[src/rtl/tcp_window_congestion_controller_core_assert.svh]
// Assertion macros shared by the congestion controller RTL
`ifndef TCP_WINDOW_CONGESTION_CONTROLLER_CORE_ASSERT_SVH
`define TCP_WINDOW_CONGESTION_CONTROLLER_CORE_ASSERT_SVH

// Condition that must hold at every clock edge out of reset
`define TWCC_ASSERT_ALWAYS(label, cond, msg) \
	label: assert property (@(posedge clk) disable iff (!arst_n) (cond)) else $error(msg);

// Condition in one cycle that forces another in the next cycle
`define TWCC_ASSERT_NEXT(label, ante, cons, msg) \
	label: assert property (@(posedge clk) disable iff (!arst_n) (ante) |=> (cons)) \
		else $error(msg);

`endif

[src/rtl/twcc_pkg.sv]
// Shared types and constants of the congestion window controller
package twcc_pkg;

	localparam int SEQ_W   = 32;
	localparam int CWND_W  = 11;
	localparam int DUP_W   = 16;
	localparam int KIND_W  = 2;
	localparam int CFG_IDX_W = 2;
	localparam int OUT_W   = 120;
	localparam int QDEPTH  = 2;

	// window saturation point and reset threshold
	localparam logic [CWND_W-1:0] CWND_MAX     = 11'd1024;
	localparam logic [CWND_W-1:0] SSTHRESH_RST = 11'd20;

	// input kind codes
	localparam logic [KIND_W-1:0] KIND_START   = 2'd0;
	localparam logic [KIND_W-1:0] KIND_ACK     = 2'd1;
	localparam logic [KIND_W-1:0] KIND_TIMEOUT = 2'd2;

	// configuration register indexes
	localparam logic [CFG_IDX_W-1:0] CFG_FIRST_SEQ = 2'd0;
	localparam logic [CFG_IDX_W-1:0] CFG_LAST_SEQ  = 2'd1;
	localparam logic [CFG_IDX_W-1:0] CFG_SSTHRESH  = 2'd2;

	// event class decided by the front end
	typedef enum logic [1:0] {
		EV_START,
		EV_ACK,
		EV_TIMEOUT,
		EV_NONE
	} ev_t;

	// one queued event
	typedef struct packed {
		ev_t              ev;
		logic [SEQ_W-1:0] ack;
	} ev_item_t;

	// queue to back end handshake
	typedef struct packed {
		logic     valid;
		ev_item_t item;
	} q_out_t;

endpackage

[src/rtl/twcc_front.sv]
// Front end: takes input transfers, classifies them, and queues them
module twcc_front (
	input  logic                        clk,
	input  logic                        arst_n,
	input  logic                        s_tvalid,
	output logic                        s_tready,
	input  logic [twcc_pkg::SEQ_W-1:0]  s_tdata,   // [31:0] cumulative ack
	input  logic [twcc_pkg::KIND_W-1:0] s_tuser,   // [1:0] kind
	output twcc_pkg::q_out_t            q_out,
	input  logic                        q_pop
);

	localparam int PTR_W = $clog2(twcc_pkg::QDEPTH);
	localparam int CNT_W = $clog2(twcc_pkg::QDEPTH + 1);

	twcc_pkg::ev_t      ev_dec;
	twcc_pkg::ev_item_t item_q [twcc_pkg::QDEPTH];
	logic [PTR_W-1:0]   wr_ptr_q;
	logic [PTR_W-1:0]   rd_ptr_q;
	logic [CNT_W-1:0]   count_q;
	logic               push;

	// kind decode
	always_comb begin
		case (s_tuser)
			twcc_pkg::KIND_START:   ev_dec = twcc_pkg::EV_START;
			twcc_pkg::KIND_ACK:     ev_dec = twcc_pkg::EV_ACK;
			twcc_pkg::KIND_TIMEOUT: ev_dec = twcc_pkg::EV_TIMEOUT;
			default:                ev_dec = twcc_pkg::EV_NONE;
		endcase
	end

	assign s_tready = (count_q != CNT_W'(twcc_pkg::QDEPTH));
	assign push     = s_tvalid & s_tready;

	// queue storage
	always_ff @(posedge clk) begin
		if (push) begin
			item_q[wr_ptr_q].ev  <= ev_dec;
			item_q[wr_ptr_q].ack <= s_tdata;
		end
	end

	// queue pointers and fill count
	always_ff @(posedge clk or negedge arst_n) begin
		if (!arst_n) begin
			wr_ptr_q <= '0;
			rd_ptr_q <= '0;
			count_q  <= '0;
		end else begin
			if (push) wr_ptr_q <= wr_ptr_q + PTR_W'(1);
			if (q_pop) rd_ptr_q <= rd_ptr_q + PTR_W'(1);
			case ({push, q_pop})
				2'b10:   count_q <= count_q + CNT_W'(1);
				2'b01:   count_q <= count_q - CNT_W'(1);
				default: count_q <= count_q;
			endcase
		end
	end

	assign q_out.valid = (count_q != '0);
	assign q_out.item  = item_q[rd_ptr_q];

	`include "tcp_window_congestion_controller_core_assert.svh"

	`TWCC_ASSERT_ALWAYS(a_count_bound, count_q <= CNT_W'(twcc_pkg::QDEPTH), "queue overfilled")
	`TWCC_ASSERT_NEXT(a_pop_nonempty, q_pop, $past(count_q) != '0, "pop from empty queue")

endmodule

[src/rtl/twcc_back.sv]
// Back end: window state update per event and the registered result
module twcc_back (
	input  logic                           clk,
	input  logic                           arst_n,
	input  logic                           cfg_we,
	input  logic [twcc_pkg::CFG_IDX_W-1:0] cfg_index,
	input  logic [twcc_pkg::SEQ_W-1:0]     cfg_data,
	input  twcc_pkg::q_out_t               q_out,
	output logic                           q_pop,
	output logic                           m_tvalid,
	input  logic                           m_tready,
	output logic [twcc_pkg::OUT_W-1:0]     m_tdata
);

	localparam int SW = twcc_pkg::SEQ_W;
	localparam int CW = twcc_pkg::CWND_W;
	localparam int DW = twcc_pkg::DUP_W;

	// window state
	logic [SW-1:0] base_q, top_q, last_ack_q, last_seq_q, gm_q, ac_q;
	logic [CW-1:0] cwnd_q, ss_q, acks_q;
	logic [DW-1:0] dup_q;
	logic          mode_q, done_q;

	logic [SW-1:0] base_n, top_n, last_ack_n, gm_n, ac_n;
	logic [CW-1:0] cwnd_n, ss_n, acks_n;
	logic [DW-1:0] dup_n;
	logic          mode_n, done_n;

	// result fields
	logic [SW-1:0] r_first, r_last;
	logic [CW-1:0] r_count;
	logic          r_fin, r_ended;

	logic          m_tvalid_q;
	logic [twcc_pkg::OUT_W-1:0] m_tdata_q;

	// shared arithmetic
	logic [CW:0]   cwnd2;
	logic [CW-1:0] cwnd_dbl, cwnd_inc, acks_inc, cwnd_grow;
	logic [SW-1:0] adv, win_diff, ack;
	logic          do_end, grow, tmo, fire;
	twcc_pkg::ev_t ev;

	assign ev       = q_out.item.ev;
	assign ack      = q_out.item.ack;
	assign fire     = q_out.valid & (~m_tvalid_q | m_tready);
	assign q_pop    = fire;

	assign cwnd2    = {cwnd_q, 1'b0};
	assign cwnd_dbl = (cwnd2 > {1'b0, twcc_pkg::CWND_MAX}) ? twcc_pkg::CWND_MAX : cwnd2[CW-1:0];
	assign cwnd_inc = (cwnd_q < twcc_pkg::CWND_MAX) ? cwnd_q + CW'(1) : cwnd_q;
	assign acks_inc = acks_q + CW'(1);
	assign adv      = ack - last_ack_q;
	assign win_diff = last_seq_q - base_q;

	// next state for the event at the queue head
	always_comb begin
		base_n     = base_q;
		top_n      = top_q;
		last_ack_n = last_ack_q;
		gm_n       = gm_q;
		ac_n       = ac_q;
		cwnd_n     = cwnd_q;
		ss_n       = ss_q;
		acks_n     = acks_q;
		dup_n      = dup_q;
		mode_n     = mode_q;
		done_n     = done_q;
		r_first    = '0;
		r_last     = '0;
		r_count    = '0;
		r_fin      = 1'b0;
		r_ended    = 1'b0;
		do_end     = 1'b0;
		grow       = 1'b0;
		tmo        = 1'b0;
		cwnd_grow  = cwnd_q;
		if (!done_q) begin
			case (ev)
				twcc_pkg::EV_START: begin
					gm_n   = SW'(cwnd_q);
					ac_n   = '0;
					acks_n = '0;
					if (base_q <= last_seq_q) begin
						r_first = base_q;
						// window clipped at the last sequence
						if (win_diff < SW'(cwnd_q)) begin
							r_count = win_diff[CW-1:0] + CW'(1);
							r_last  = last_seq_q;
							r_fin   = 1'b1;
						end else begin
							r_count = cwnd_q;
							r_last  = base_q + SW'(cwnd_q) - SW'(1);
						end
						top_n = r_last;
					end
				end
				twcc_pkg::EV_ACK: begin
					if (ack == top_q) begin
						// full ack of the window top
						dup_n      = '0;
						last_ack_n = ack;
						if (ack == last_seq_q) begin
							done_n = 1'b1;
						end else begin
							do_end = 1'b1;
							grow   = 1'b1;
						end
					end else begin
						if (ack == last_ack_q) begin
							if (dup_q != {DW{1'b1}}) dup_n = dup_q + DW'(1);
						end else begin
							last_ack_n = ack;
							if (ack == last_seq_q) done_n = 1'b1;
							else if (!mode_q) gm_n = gm_q + adv;
							else ac_n = ac_q + adv;
						end
						if (!done_n) begin
							acks_n = acks_inc;
							if (acks_inc >= cwnd_q) begin
								do_end = 1'b1;
								grow   = mode_q ? (ac_n == SW'(cwnd_q)) : (gm_n == SW'(cwnd2));
							end
						end
					end
				end
				twcc_pkg::EV_TIMEOUT: begin
					ss_n   = cwnd_q >> 1;
					dup_n  = '0;
					do_end = 1'b1;
					tmo    = 1'b1;
				end
				default: begin
				end
			endcase
		end
		// round close: move base, grow window (or reset it on timeout), clear round accumulators
		if (do_end) begin
			r_ended = 1'b1;
			base_n  = last_ack_n + SW'(1);
			if (tmo) begin
				cwnd_n = CW'(1);
				mode_n = 1'b0;
			end else if (!mode_q) begin
				cwnd_grow = grow ? cwnd_dbl : cwnd_q;
				cwnd_n    = cwnd_grow;
				mode_n    = (cwnd_grow >= ss_q);
			end else begin
				cwnd_n = grow ? cwnd_inc : cwnd_q;
			end
			gm_n   = SW'(cwnd_n);
			ac_n   = '0;
			acks_n = '0;
		end
	end

	// state registers and configuration writes
	always_ff @(posedge clk or negedge arst_n) begin
		if (!arst_n) begin
			base_q     <= '0;
			top_q      <= '1;
			last_ack_q <= '1;
			last_seq_q <= '0;
			gm_q       <= '0;
			ac_q       <= '0;
			cwnd_q     <= CW'(1);
			ss_q       <= twcc_pkg::SSTHRESH_RST;
			acks_q     <= '0;
			dup_q      <= '0;
			mode_q     <= 1'b0;
			done_q     <= 1'b0;
		end else if (cfg_we) begin
			case (cfg_index)
				twcc_pkg::CFG_FIRST_SEQ: begin
					base_q     <= cfg_data;
					top_q      <= cfg_data - SW'(1);
					last_ack_q <= cfg_data - SW'(1);
				end
				twcc_pkg::CFG_LAST_SEQ: last_seq_q <= cfg_data;
				twcc_pkg::CFG_SSTHRESH: ss_q <= cfg_data[CW-1:0];
				default: begin
				end
			endcase
		end else if (fire) begin
			base_q     <= base_n;
			top_q      <= top_n;
			last_ack_q <= last_ack_n;
			gm_q       <= gm_n;
			ac_q       <= ac_n;
			cwnd_q     <= cwnd_n;
			ss_q       <= ss_n;
			acks_q     <= acks_n;
			dup_q      <= dup_n;
			mode_q     <= mode_n;
			done_q     <= done_n;
		end
	end

	// output register
	always_ff @(posedge clk or negedge arst_n) begin
		if (!arst_n) begin
			m_tvalid_q <= 1'b0;
		end else if (fire) begin
			m_tvalid_q <= 1'b1;
		end else if (m_tready) begin
			m_tvalid_q <= 1'b0;
		end
	end

	always_ff @(posedge clk) begin
		if (fire) begin
			m_tdata_q <= {3'b000, dup_n, ss_n, cwnd_n, mode_n, done_n, r_ended, r_fin,
				r_count, r_last, r_first};
		end
	end

	assign m_tvalid = m_tvalid_q;
	assign m_tdata  = m_tdata_q;

	`include "tcp_window_congestion_controller_core_assert.svh"

	`TWCC_ASSERT_ALWAYS(a_cwnd_range, cwnd_q != '0 && cwnd_q <= twcc_pkg::CWND_MAX, "cwnd out of range")
	`TWCC_ASSERT_ALWAYS(a_acks_below_cwnd, acks_q < cwnd_q, "round ack count reached cwnd")
	`TWCC_ASSERT_NEXT(a_done_sticky, done_q, done_q, "finished flag dropped")
	`TWCC_ASSERT_NEXT(a_result_after_fire, $rose(m_tvalid_q), $past(q_out.valid, 2), "result without event")

endmodule

[src/rtl/tcp_window_congestion_controller_core.sv]
// Top level of the round-based congestion window controller
// Takes one event per clock (start, ack, timeout) unless the queue is full, and
// returns one result per event. A two-entry queue sits between the decoding front
// end and the back end that updates the window state, so either side can stall
// alone. The back end resolves each event combinationally, including round close
// and window growth, so it sustains one event per cycle unless the output stalls.
// Input passes the queue register, then the output register. Configuration writes
// go straight to the state registers and must be made while no event is in flight.
module tcp_window_congestion_controller_core (
	input  logic                           clk,
	input  logic                           arst_n,
	input  logic                           cfg_we,
	input  logic [twcc_pkg::CFG_IDX_W-1:0] cfg_index,
	input  logic [twcc_pkg::SEQ_W-1:0]     cfg_data,
	input  logic                           s_tvalid,
	output logic                           s_tready,
	input  logic [twcc_pkg::SEQ_W-1:0]     s_tdata,   // [31:0] cumulative ack
	input  logic [twcc_pkg::KIND_W-1:0]    s_tuser,   // [1:0] kind
	output logic                           m_tvalid,
	input  logic                           m_tready,
	// [31:0] send_first, [63:32] send_last, [74:64] send_count,
	// [75] final_in_window, [76] round_ended, [77] finished, [78] mode,
	// [89:79] window_size, [100:90] threshold_now, [116:101] duplicate_acks, [119:117] zero
	output logic [twcc_pkg::OUT_W-1:0]     m_tdata
);

	twcc_pkg::q_out_t q_out;
	logic             q_pop;

	twcc_front u_front (
		.clk      (clk),
		.arst_n   (arst_n),
		.s_tvalid (s_tvalid),
		.s_tready (s_tready),
		.s_tdata  (s_tdata),
		.s_tuser  (s_tuser),
		.q_out    (q_out),
		.q_pop    (q_pop)
	);

	twcc_back u_back (
		.clk       (clk),
		.arst_n    (arst_n),
		.cfg_we    (cfg_we),
		.cfg_index (cfg_index),
		.cfg_data  (cfg_data),
		.q_out     (q_out),
		.q_pop     (q_pop),
		.m_tvalid  (m_tvalid),
		.m_tready  (m_tready),
		.m_tdata   (m_tdata)
	);

endmodule
[config.mk]
export PLATFORM = sky130hd
export DESIGN_NAME = tcp_window_congestion_controller_core
export DESIGN_NICKNAME = d
export VERILOG_FILES = /design/src/rtl/twcc_pkg.sv /design/src/rtl/twcc_front.sv /design/src/rtl/twcc_back.sv /design/src/rtl/tcp_window_congestion_controller_core.sv
export VERILOG_INCLUDE_DIRS = /design/src /design/src/rtl
export SDC_FILE = /design/constraint.sdc
export NUM_CORES = 1
export LEC_CHECK = 0
export ABC_AREA = 1
export BUFFER_PORTS_ARGS = -buffer_cell sky130_fd_sc_hd__buf_2
export CORE_AREA = 2 2 298 300
export CTS_BUF_LIST = sky130_fd_sc_hd__clkbuf_8 sky130_fd_sc_hd__clkbuf_16
export DETAILED_ROUTE_END_ITERATION = 8
export DIE_AREA = 0 0 300 302
export GPL_TIMING_DRIVEN = 0
export PLACE_DENSITY = 0.53
export SLEW_MARGIN = 40
export SYNTH_ARGS = -nofsm -noshare
export SYNTH_HDL_FRONTEND = slang
export SYNTH_SLANG_ARGS = --single-unit
[constraint.sdc]
create_clock -name clk -period 21.5 [get_ports clk]
set_input_delay 3.225 -clock clk [delete_from_list [all_inputs] [get_ports clk]]
set_output_delay 3.225 -clock clk [all_outputs]
set_load 0.02 [all_outputs]
==> reports/metrics.yaml <==
run_status:
  status: "finished, final reports clean"
drt:
  ant_nets: 0
  wl_um: 133000
  vias: 33365
  drc: 0
  top_layer: "met5"
  dr.pass1.iters: 6
  drt-wirelength-per-cell_um: 21.2
  viasPerCell: 5.31
  wl_met2_um: 62500
  met1Wirelength_um: 57800
  met3_length_um: 7570
  dr.first_iter.drc_count: 2649
clock_network:
  htree_levels: 2
  clk_pin_slew_ns: 0.06
  holdBufCountCts: 0
  clk_latency_ns: 0.65
  cts_root_buffer: "clkbuf_16"
  cts_tree: "yes"
  cts_resized: 0
  clock_path_buffers: 3
  cts_made_buffers: 53
  postCtsSetupBuffers: 0
  clkSinkCount: 433
setup_path:
  arrival_ns: 10.05
  start_kind: "flip-flop"
  r2r_setup_slack_ns: 11.94
  critical_path_class: "reg -> reg"
  crit_required_ns: 21.99
  cpMostUsedCell: "nand2_1"
  cpPeakStageDelay_ns: 0.77
  cp-end-kind: "flip-flop"
  slowest_stage: "xor2_1"
  cp_max_fo: 10
synth:
  synth_top_area_share: 0.164
  synth-seq-cells: 433
  synth.yosys.seq_area_share: 0.351
  synth_ff_type: "edfxtp_1"
  syn_area_per_cell_um2: 7.02
  postSynthCellCount: 4811
  synth_edf_count: 185
  syn_area_um2: 33800
  synth_warnings: 0
  yosysMostFrequentCell: "nand2_1"
  async_reset_ff_frac: 0.573
  synth.area.top_cells: "edfxtp_1, nand2_1, dfrtp_1"
  synth_top_area_cell: "edfxtp_1"
  synth_common_cells: "nand2_1, inv_1, nor2_1"
  synthDistinctLibCells: 63
global_route:
  grt_max_degree: 68
  grtUsageTotal: 0.289
  grt_pass1_vias: 31464
  grt-ovfl-total: 0
  grt_first_pass_wirelength_um: 196000
  antenna_found_initial: 9
sta:
  skew_ns: 0.0392
  rsz0062_at_grt: "false"
  slew_headroom: 0.383
  setup_viol: 0
  fin_crit_ns: 9.56
  fmax_mhz: 105
  min_period_over_period: 0.445
  drv_slew: 0
  tightest_slew_ns: 0.923
  finalSetupTns_ns: 0
  hold_viol: 0
finish:
  multi_input_area_um2: 19000
  final_layout_size_suffix_gt1_frac: 0.0929
  syn_to_final_growth_pct: 13.5
  nets: 5358
  regArea_um2: 11800
  nFillCells: 9337
die:
  dieArea_um2: 90600
  start_util: 0.386
  io-pin-count: 195
  die-width_um: 300
  core_um2: 87600
  rows: 109
  die_h_um: 302
min_path:
  hp-class: "reg -> reg"
placed_design:
  hpwl_um: 109000
  gp_congestion: 1.00
  port_buffers: 187
flow_run:
  cap_violations: 0
state kept, by name, indices dropped and copies added, names as in the netlist:
register and cells:
u_back.ac_q 32, u_back.acks_q 11, u_back.base_q 32, u_back.cwnd_q 11, u_back.done_q 1, u_back.dup_q 16
u_back.gm_q 32, u_back.last_ack_q 32, u_back.last_seq_q 32, u_back.m_tdata 117, u_back.m_tvalid 1, u_back.mode_q 1
u_back.ss_q 11, u_back.top_q 32, u_front.count_q 2, u_front.item_q 68, u_front.rd_ptr_q 1, u_front.wr_ptr_q 1
cell usage in the layout, fill, tap and decap left out, drive strengths merged, types with 46 or more instances in the layout:
cell / Yosys / layout
nand2: 1390 / 1390
inv: 616 / 633
nor2: 497 / 497
o21ai: 333 / 333
nand3: 289 / 289
a21oi: 281 / 281
buf: 52 / 254
ha: 210 / 210
edfxtp: 185 / 185
dfrtp: 181 / 181
clkbuf: 98 / 152
xor2: 138 / 138
nand4: 88 / 88
dfstp: 67 / 67
nor3: 50 / 50
xnor2: 46 / 46
logic make-up (layout without fill, tap and decap cells):
family	count (synthesis)	after routing	synth area share
fa+ha+maj	215	215	0.0808
other cells	1	9	0.000111
flops	433	433	0.351
xor+xnor	184	184	0.0479
compound gates	830	830	0.138
mux	1	1	0.000296
buf+inv	776	1078	0.0899
simple gates	2371	2371	0.292
through the flow:
| step | utilization | worst slack [ns] | cell area [um2] | instances | hold slack (ns) |
|---|---|---|---|---|---|
| 2_1_floorplan | - | 10.31 | 33800 | 4813 | 0.453 |
| 3_3_place_gp | 0.413 | 2.53 | 36200 | 6165 | 0.470 |
| 3_5_place_dp | 0.417 | 12.13 | 36500 | 6180 | 0.476 |
| 4_1_cts | 0.437 | 12.07 | 38300 | 6280 | 0.483 |
| 5_1_grt | 0.437 | 11.43 | 38300 | 6281 | 0.520 |
| 6_report | 0.438 | 11.94 | 38300 | 6286 | 0.483 |
path summary, 6_finish.rpt:
kind | from | to | depth (start not counted)
hold reg to reg | u_back.top_q[0] | u_back.top_q[0] | 2
setup / recovery | u_front.rd_ptr_q | u_back.mode_q | 56
max in group asynchronous | arst_n | u_back.last_ack_q[31] | 3
setup reg to reg | u_front.rd_ptr_q | u_back.mode_q | 56
min in group asynchronous | arst_n | u_back.gm_q[20] | 1
hold / removal | u_back.top_q[0] | u_back.top_q[0] | 2
layer usage:
layer / vias up / track usage
met1: 15681 / 0.381
met2: 1092 / 0.487
li1: 16377 / -
met5: - / 0
met3: 211 / 0.0309
met4: 4 / 0.109
layout make-up:
type	count	area share
clock buffers	54	0.0350
multi-input cells	3604	0.495
repair buffers	202	0.0319
diodes	6	0.000392
plain buffers	150	0.0181
inverters	626	0.0613
well taps	1165	0.0380
clock inverters	46	0.0114
flip-flops and latches	433	0.309
critical path, delay by kind of cell (launching register included):
kind                     cells  cell delay, ns
AO/OA/AOI/OAI               19            3.37
AND/OR/NAND/NOR             28            2.71
adder cells (fa/ha/maj)      4            1.42
XOR/XNOR                     1            0.77
buffers and inverters        4            0.71
flip-flops                   1            0.38
Power is not shown: default switching activity piles up to over one toggle a cycle in this logic, so the estimate is an artifact.
